### config.mk
export PLATFORM = sky130hd
export DESIGN_NAME = line_edit_buffer_top
export DESIGN_NICKNAME = d
export VERILOG_FILES = /design/src/sv/lebuf_pkg.sv /design/src/sv/lebuf_drain.sv /design/src/sv/line_edit_buffer_top.sv
export SDC_FILE = /design/constraint.sdc
export NUM_CORES = 1
export LEC_CHECK = 0
export ABC_AREA = 1
export BUFFER_PORTS_ARGS = -buffer_cell sky130_fd_sc_hd__buf_2
export CORE_AREA = 4 4 143 282
export CTS_BUF_LIST = sky130_fd_sc_hd__clkbuf_4
export DETAILED_ROUTE_END_ITERATION = 8
export DIE_AREA = 0 0 147 286
export GPL_ROUTABILITY_DRIVEN = 1
export MAX_ROUTING_LAYER = met4
export PLACE_DENSITY = 0.79
export SYNTH_ARGS = -nofsm -noshare
export SYNTH_HDL_FRONTEND = slang
export SYNTH_SLANG_ARGS = --single-unit
### constraint.sdc
create_clock -name clk -period 3.3 [get_ports clk]
set_input_delay 0.66 -clock clk [delete_from_list [all_inputs] [get_ports clk]]
set_output_delay 0.66 -clock clk [all_outputs]
set_load 0.02 [all_outputs]
### src/sv/lebuf_pkg.sv
`default_nettype none

package lebuf_pkg;

  localparam int CHAR_W = 8;

  // Character codes
  localparam logic [CHAR_W-1:0] NEWLINE_CODE = 8'd10;
  localparam logic [CHAR_W-1:0] ERASE_RESET  = 8'd35;
  localparam logic [CHAR_W-1:0] KILL_RESET   = 8'd64;

  // Configuration register indexes
  localparam logic CFG_ERASE = 1'b0;
  localparam logic CFG_KILL  = 1'b1;

  // Command from the character front end to the line readout
  typedef struct packed {
    logic start;
    logic dropped;
  } drain_cmd_t;

  // One result item of an emitted line
  typedef struct packed {
    logic [CHAR_W-1:0] data;
    logic              last;
    logic              empty;
    logic              ovf;
  } item_t;

endpackage

`default_nettype wire

### src/sv/lebuf_drain.sv
`default_nettype none

module lebuf_drain
  import lebuf_pkg::*;
#(
  parameter int LINE_DEPTH = 64
) (
  input  wire logic                          clk,
  input  wire logic                          rst,
  input  wire logic                          wr_en,
  input  wire logic [$clog2(LINE_DEPTH)-1:0] wr_addr,
  input  wire logic [CHAR_W-1:0]             wr_data,
  input  wire drain_cmd_t                    cmd,
  input  wire logic [$clog2(LINE_DEPTH+1)-1:0] line_len,
  output logic                               busy,
  output logic                               out_valid,
  input  wire logic                          out_ready,
  output item_t                              out_item
);

  localparam int AW = $clog2(LINE_DEPTH);
  localparam int CW = $clog2(LINE_DEPTH + 1);

  typedef enum logic [1:0] {
    DR_IDLE = 2'b01,
    DR_READ = 2'b10
  } dr_state_t;

  dr_state_t        state;
  logic [CHAR_W-1:0] mem [LINE_DEPTH];
  logic [CHAR_W-1:0] mem_q;
  logic [CW-1:0]    rd_idx;
  logic [CW-1:0]    n_last;
  logic             line_dropped;
  logic             line_is_empty;

  // Metadata of the read in flight
  logic             pend_valid;
  logic             pend_last;
  logic             pend_empty;
  logic             pend_ovf;

  item_t            skid_item;
  logic             skid_valid;
  item_t            arr_item;
  logic             take;
  logic             issue;
  logic             issue_last;
  logic [1:0]       occ;

  assign busy = (state == DR_READ);
  assign take = out_valid & out_ready;
  assign occ  = 2'({1'b0, out_valid}) + 2'({1'b0, skid_valid}) + 2'({1'b0, pend_valid});

  // Issue a read only when the two output slots can absorb it
  assign issue      = busy && ((occ < 2'd2) || (take && (occ == 2'd2)));
  assign issue_last = (rd_idx == n_last);

  assign arr_item.data  = pend_empty ? '0 : mem_q;
  assign arr_item.last  = pend_last;
  assign arr_item.empty = pend_empty;
  assign arr_item.ovf   = pend_ovf;

  // Line store: one write port, one registered read port
  always_ff @(posedge clk) begin
    if (wr_en) begin
      mem[wr_addr] <= wr_data;
    end
    if (issue) begin
      mem_q <= mem[rd_idx[AW-1:0]];
    end
  end

  // Sequence reads over the stored line
  always_ff @(posedge clk) begin
    if (rst) begin
      state      <= DR_IDLE;
      pend_valid <= 1'b0;
    end else begin
      pend_valid <= issue;
      case (state)
        DR_IDLE: begin
          if (cmd.start) begin
            state <= DR_READ;
          end
        end
        DR_READ: begin
          if (issue && issue_last) begin
            state <= DR_IDLE;
          end
        end
        default: begin
          state <= DR_IDLE;
        end
      endcase
    end
  end

  // Latch line length and flags at the start, advance the read index
  always_ff @(posedge clk) begin
    if (!busy && cmd.start) begin
      rd_idx        <= '0;
      line_dropped  <= cmd.dropped;
      line_is_empty <= (line_len == '0);
      n_last        <= (line_len == '0) ? '0 : CW'(line_len - CW'(1));
    end else if (issue) begin
      rd_idx <= CW'(rd_idx + CW'(1));
    end
    if (issue) begin
      pend_last  <= issue_last;
      pend_empty <= line_is_empty;
      pend_ovf   <= line_dropped;
    end
  end

  // Two-slot output queue: output register plus skid register
  always_ff @(posedge clk) begin
    if (rst) begin
      out_valid  <= 1'b0;
      skid_valid <= 1'b0;
    end else if (take) begin
      if (skid_valid) begin
        out_valid  <= 1'b1;
        skid_valid <= pend_valid;
      end else begin
        out_valid <= pend_valid;
      end
    end else if (!out_valid) begin
      out_valid <= pend_valid;
    end else if (pend_valid) begin
      skid_valid <= 1'b1;
    end
  end

  always_ff @(posedge clk) begin
    if (take) begin
      if (skid_valid) begin
        out_item  <= skid_item;
        skid_item <= arr_item;
      end else begin
        out_item <= arr_item;
      end
    end else if (!out_valid) begin
      out_item <= arr_item;
    end else if (pend_valid) begin
      skid_item <= arr_item;
    end
  end

endmodule

`default_nettype wire

### src/sv/line_edit_buffer_top.sv
// Line edit buffer.
// Input channel (in_valid/in_ready, func, character) takes one transaction per
// cycle while no line is being read out. Plain characters are pushed into a
// LINE_DEPTH-entry line store, erase_char pops the last one, kill_char empties
// the store, and a character beyond the store depth is dropped and flagged.
// Newline (code 10), or end of input (func = 1) while a line is open, emits the
// line on the output channel (out_valid/out_ready, out_char, line_last,
// line_empty, overflow): one transaction per stored character, first to last,
// or a single empty-line transaction.
// A line end holds in_ready low while the store is read. After the line end
// is taken, the readout state is entered, each read goes through the registered
// read port of the store and then the output register, and results follow one
// per cycle while the receiver is ready, paced by the single read port of the
// store. A stalled receiver holds the results in a two-entry output queue and
// pauses the reads; input stays stalled until all reads of the line are issued.
// Configuration (cfg_valid/cfg_ready, cfg_index, cfg_data) is always ready;
// index 0 is erase_char, index 1 is kill_char.
// Reset clears the fill count, line state and output queue and restores the
// erase and kill codes; the store contents are not cleared.
`default_nettype none

module line_edit_buffer_top
  import lebuf_pkg::*;
#(
  parameter int LINE_DEPTH = 64
) (
  input  wire logic              clk,
  input  wire logic              rst,
  input  wire logic              cfg_valid,
  output logic                   cfg_ready,
  input  wire logic              cfg_index,
  input  wire logic [CHAR_W-1:0] cfg_data,
  input  wire logic              in_valid,
  output logic                   in_ready,
  input  wire logic              func,
  input  wire logic [CHAR_W-1:0] character,
  output logic                   out_valid,
  input  wire logic              out_ready,
  output logic [CHAR_W-1:0]      out_char,
  output logic                   line_last,
  output logic                   line_empty,
  output logic                   overflow
);

  localparam int AW = $clog2(LINE_DEPTH);
  localparam int CW = $clog2(LINE_DEPTH + 1);
  localparam logic [CW-1:0] DEPTH_C = CW'(LINE_DEPTH);

  logic [CHAR_W-1:0] erase_char;
  logic [CHAR_W-1:0] kill_char;
  logic [CW-1:0]     fill_count;
  logic [CW-1:0]     fill_count_next;
  logic              line_open;
  logic              line_open_next;
  logic              dropped_flag;
  logic              dropped_flag_next;

  logic              in_take;
  logic              line_end;
  logic              wr_en;
  logic              busy;
  drain_cmd_t        cmd;
  item_t             out_item;

  assign cfg_ready = 1'b1;
  assign in_ready  = !busy;
  assign in_take   = in_valid & in_ready;

  // Configuration registers
  always_ff @(posedge clk) begin
    if (rst) begin
      erase_char <= ERASE_RESET;
      kill_char  <= KILL_RESET;
    end else if (cfg_valid && cfg_ready) begin
      case (cfg_index)
        CFG_ERASE: erase_char <= cfg_data;
        CFG_KILL:  kill_char  <= cfg_data;
        default:   erase_char <= erase_char;
      endcase
    end
  end

  // Classify the incoming transaction and update the line state
  always_comb begin
    fill_count_next   = fill_count;
    line_open_next    = line_open;
    dropped_flag_next = dropped_flag;
    line_end          = 1'b0;
    wr_en             = 1'b0;
    if (in_take) begin
      if (func) begin
        line_end = line_open;
      end else if (character == NEWLINE_CODE) begin
        line_end = 1'b1;
      end else begin
        line_open_next = 1'b1;
        if (character == erase_char) begin
          if (fill_count != '0) begin
            fill_count_next = CW'(fill_count - CW'(1));
          end
        end else if (character == kill_char) begin
          fill_count_next = '0;
        end else if (fill_count < DEPTH_C) begin
          wr_en           = 1'b1;
          fill_count_next = CW'(fill_count + CW'(1));
        end else begin
          dropped_flag_next = 1'b1;
        end
      end
      if (line_end) begin
        fill_count_next   = '0;
        line_open_next    = 1'b0;
        dropped_flag_next = 1'b0;
      end
    end
  end

  always_ff @(posedge clk) begin
    if (rst) begin
      fill_count   <= '0;
      line_open    <= 1'b0;
      dropped_flag <= 1'b0;
    end else begin
      fill_count   <= fill_count_next;
      line_open    <= line_open_next;
      dropped_flag <= dropped_flag_next;
    end
  end

  assign cmd.start   = line_end;
  assign cmd.dropped = dropped_flag;

  lebuf_drain #(
    .LINE_DEPTH(LINE_DEPTH)
  ) u_drain (
    .clk      (clk),
    .rst      (rst),
    .wr_en    (wr_en),
    .wr_addr  (fill_count[AW-1:0]),
    .wr_data  (character),
    .cmd      (cmd),
    .line_len (fill_count),
    .busy     (busy),
    .out_valid(out_valid),
    .out_ready(out_ready),
    .out_item (out_item)
  );

  assign out_char   = out_item.data;
  assign line_last  = out_item.last;
  assign line_empty = out_item.empty;
  assign overflow   = out_item.ovf;

`ifndef SYNTHESIS
  // Fill count never exceeds the store depth
  a_fill_bound: assert property (@(posedge clk) disable iff (rst)
    fill_count <= DEPTH_C)
    else $error("fill_count beyond line depth");

  // A line end clears the line state and starts the readout
  a_line_end_clear: assert property (@(posedge clk) disable iff (rst)
    line_end |=> (fill_count == '0) && !line_open && !dropped_flag && busy)
    else $error("line end did not clear the line state");

  // An empty-line result is always the final one of its line
  a_empty_last: assert property (@(posedge clk) disable iff (rst)
    out_valid && line_empty |-> line_last && (out_char == '0))
    else $error("empty-line result malformed");

  // No store write while the line is being read out
  a_no_write_busy: assert property (@(posedge clk) disable iff (rst)
    busy |-> !wr_en)
    else $error("store written during readout");
`endif

endmodule

`default_nettype wire
==> reports/qor.yml <==
synthesis:
  synth_seq_area_share: 0.707
  synth_seq_cells: 591
  synth_ff_type: "edfxtp_1"
  synth_top_area_share: 0.677
  ys_async_sr_fraction: 0
  syn_avg_cell_area_sq_um: 11.6
  synth.area.top_cells: "edfxtp_1 68%, nor2_1 7.1%, o21ai_0 5.3%"
  synth_common_cells: "554 x edfxtp_1, 464 x nor2_1, 262 x o21ai_0, 259 x nand2_1, 98 x inv_1"
  synth_most_common_cell: "edfxtp_1"
  synth_edf_count: 554
  synth_cell_types: 46
  syn-cell-area_sq_um: 24600
  synth_warnings: 0
  synth_area_leader_cell: "edfxtp_1"
  syn_nets: 2146
  synth_cells: 2118
power_and_ir_drop:
  p_leak_nw: 9.86
  clkPwrFrac: 0.274
  p_int_mw: 12.3
  p_total_mw: 18.9
  swShare: 0.347
  power_switching_mw: 6.53
  vdd.ir_drop.worst_v: 0.000486
  power_density_nw_per_um2: 693
  p_seq_frac: 0.449
  pwr-share-comb: 0.277
clock_tree:
  h-tree-depth: 3
  cts_sinks: 591
  postCtsSetupBuffers: 0
  ctsResizeCount: 0
  clk_pin_slew_ns: 0.07
  clockBufferDepth: 3
  cts_tree: "yes"
  clk_latency_ns: 0.84
  cts_buffers: 115
  clockRootBuffer: "clkbuf_4"
global_route:
  grt_max_degree: 137
  grt_use_total: 0.321
  grt_overflow: 0
  grt_pass1_vias: 17432
  antenna_found_initial: 4
  grt_pass1_wl_mm: 98.0
sta:
  fin_ws_ns: 0.609
  rsz0062_at_grt: "false"
  relSlewSlack: 0.375
  fmax_mhz: 372
  period_share: 0.816
  worst_pin_slew_ns: 0.937
  hold_viol: 0
  fin_tns_setup_ns: 0
  slew_viol_final: 0
  clock_skew_ns: 0.0341
  timing.hold.ws_ns: 0.0686
  period_minus_slack_ns: 2.69
  final-setup-viol-count: 0
floorplanning:
  dieArea_sq_um: 42000
  die_y_um: 286
  io_pins: 37
  rows: 101
  core_sq_um: 38000
  dieWidth_um: 147
  initial_utilization: 0.646
setup_path:
  critPathCaptureType: "flop"
  crit_top_cell: "nand2_1"
  critPathTopFamily: "buffers and inverters"
  crit_type: "flop to flop"
  arrival_ns: 3.33
  worst_setup_path_start_kind: "flop"
  cp_max_fo: 108
  path_cells: "inv_6, buf_4, o21ai_0, o211ai_1, nand3_1, nand4_1, nand2_1, nand2_1"
  crit_slowest_cell: "inv_6"
  crit_buf_inv: 2
  max_stage_delay_ns: 0.57
  worstPathRequired_ns: 3.94
detailed_routing:
  via_per_inst: 6.01
  ant_nets: 0
  wl_per_cell_um: 22.7
  vias: 17285
  drc: 0
  routed_wl_mm: 65.3
  dr.pass1.iters: 8
  drt_iter0_drc: 1766
layout:
  post-route-util: 0.715
  fin_area_sq_um: 27200
  layout-drive-gt1-share: 0.158
  instances_no_fill: 2877
  area_growth_syn_to_layout_pct: 10.7
  fin_nets: 2298
  fillers: 2604
placed_design:
  dpl_cell_area_sq_um: 25700
  dp_slack_ns: 0.458
  dpl.hpwl_mm: 42.6
  placed_cells: 2667
  io_buffers: 35
  gp_congestion: 1.01
run:
  maxCapViolCount: 0
worst_hold_path:
  worstHoldPathType: "input pin to flop"
status:
  outcome: "finished clean"
==> power by group through the flow <==
stage	Sequential, mW	Combinational, mW	Clock [mW]
2_1_floorplan	8.51	3.60	0
3_3_place_gp	8.62	5.00	0
3_5_place_dp	8.62	5.11	0
4_1_cts	8.46	5.12	5.25
5_1_grt	8.47	5.63	5.65
6_report	8.46	5.22	5.17
==> kinds of logic (layout without fill, tap and decap cells) <==
family / Yosys count / after routing / synth area share
adders and majority gates: 5 / 5 / 0.00285
other: 1 / 2 / 0.000153
AOI/OAI and AO/OA: 425 / 425 / 0.0956
muxes: 12 / 12 / 0.00545
DFF: 591 / 591 / 0.707
xor gates and xnor gates: 19 / 19 / 0.00677
buffers and inverters: 222 / 465 / 0.0423
and+or+nand+nor: 843 / 843 / 0.140
==> cell usage in the layout (no fill, tap or decap), types with 12 or more instances in the layout <==
| cell type | n |
|---|---|
| clkbuf_4 | 167 |
| inv_1 | 98 |
| o21ai_0 | 262 |
| a21oi_1 | 30 |
| nand2_1 | 259 |
| nand3_1 | 75 |
| dfxtp_1 | 35 |
| clkinv_1 | 30 |
| nand4_1 | 12 |
| edfxtp_1 | 554 |
| o21ai_1 | 29 |
| nor2_1 | 463 |
| o22ai_1 | 34 |
| o211ai_1 | 65 |
| buf_4 | 107 |
| buf_2 | 35 |
==> final cells by class <==
class | count | area [sq um] | area share
flip-flops and latches | 591 | 17400 | 0.639
multi-input cells | 1305 | 6160 | 0.226
clock buffers | 167 | 1250 | 0.0461
repair buffers | 148 | 1090 | 0.0400
well taps | 515 | 644 | 0.0237
inverters | 109 | 419 | 0.0154
clock inverters | 41 | 248 | 0.00911
diodes | 1 | 2.50 | 0.0000920
==> timing repair <==
action,in CTS,in global routing
endpoints found under the setup margin,0,0
hold buffers,1,0
hold endpoints to repair,2,0
==> sequential cells by signal, indices dropped and copies added (netlist names), 2 cells and up <==
signal and flops:
u_drain.mem_q 8, fill_count 7, u_drain.rd_idx 7, u_drain.state 2
u_drain.mem 512, u_drain.out_item 11, u_drain.n_last 7, kill_char 8
erase_char 8, u_drain.skid_item 11
==> worst reg2reg max path, cell delays in order, from the launching register on <==
cell and delay (ns):
dfxtp_4 0.38, inv_6 0.57, buf_4 0.44, o21ai_0 0.25, o211ai_1 0.13, nand3_1 0.22, nand4_1 0.21, nand2_1 0.09
nand2_1 0.21
==> layer usage <==
layer	vias to the layer above	global-route usage	wire length (um)
met3	297	0.0482	4740
li1	7799	-	-
met5	-	-	0
met4	0	0.210	5130
met1	8184	0.331	20800
met2	1005	0.563	34600
==> worst paths after layout <==
kind,startpoint,endpoint,slack [ns],depth (start not counted)
max,u_drain.rd_idx[0]$_SDFFE_PP0P_,u_drain.mem_q[7]$_DFFE_PP_,0.61,8
min,cfg_data[6],kill_char[6]$_SDFFE_PP1P_,0.07,3
max reg2reg,u_drain.rd_idx[0]$_SDFFE_PP0P_,u_drain.mem_q[7]$_DFFE_PP_,0.61,8
min reg2reg,dropped_flag$_SDFFE_PP0P_,u_drain.line_dropped$_DFFE_PP_,0.44,0
No activity file was read; power rests on OpenSTA's default activity.
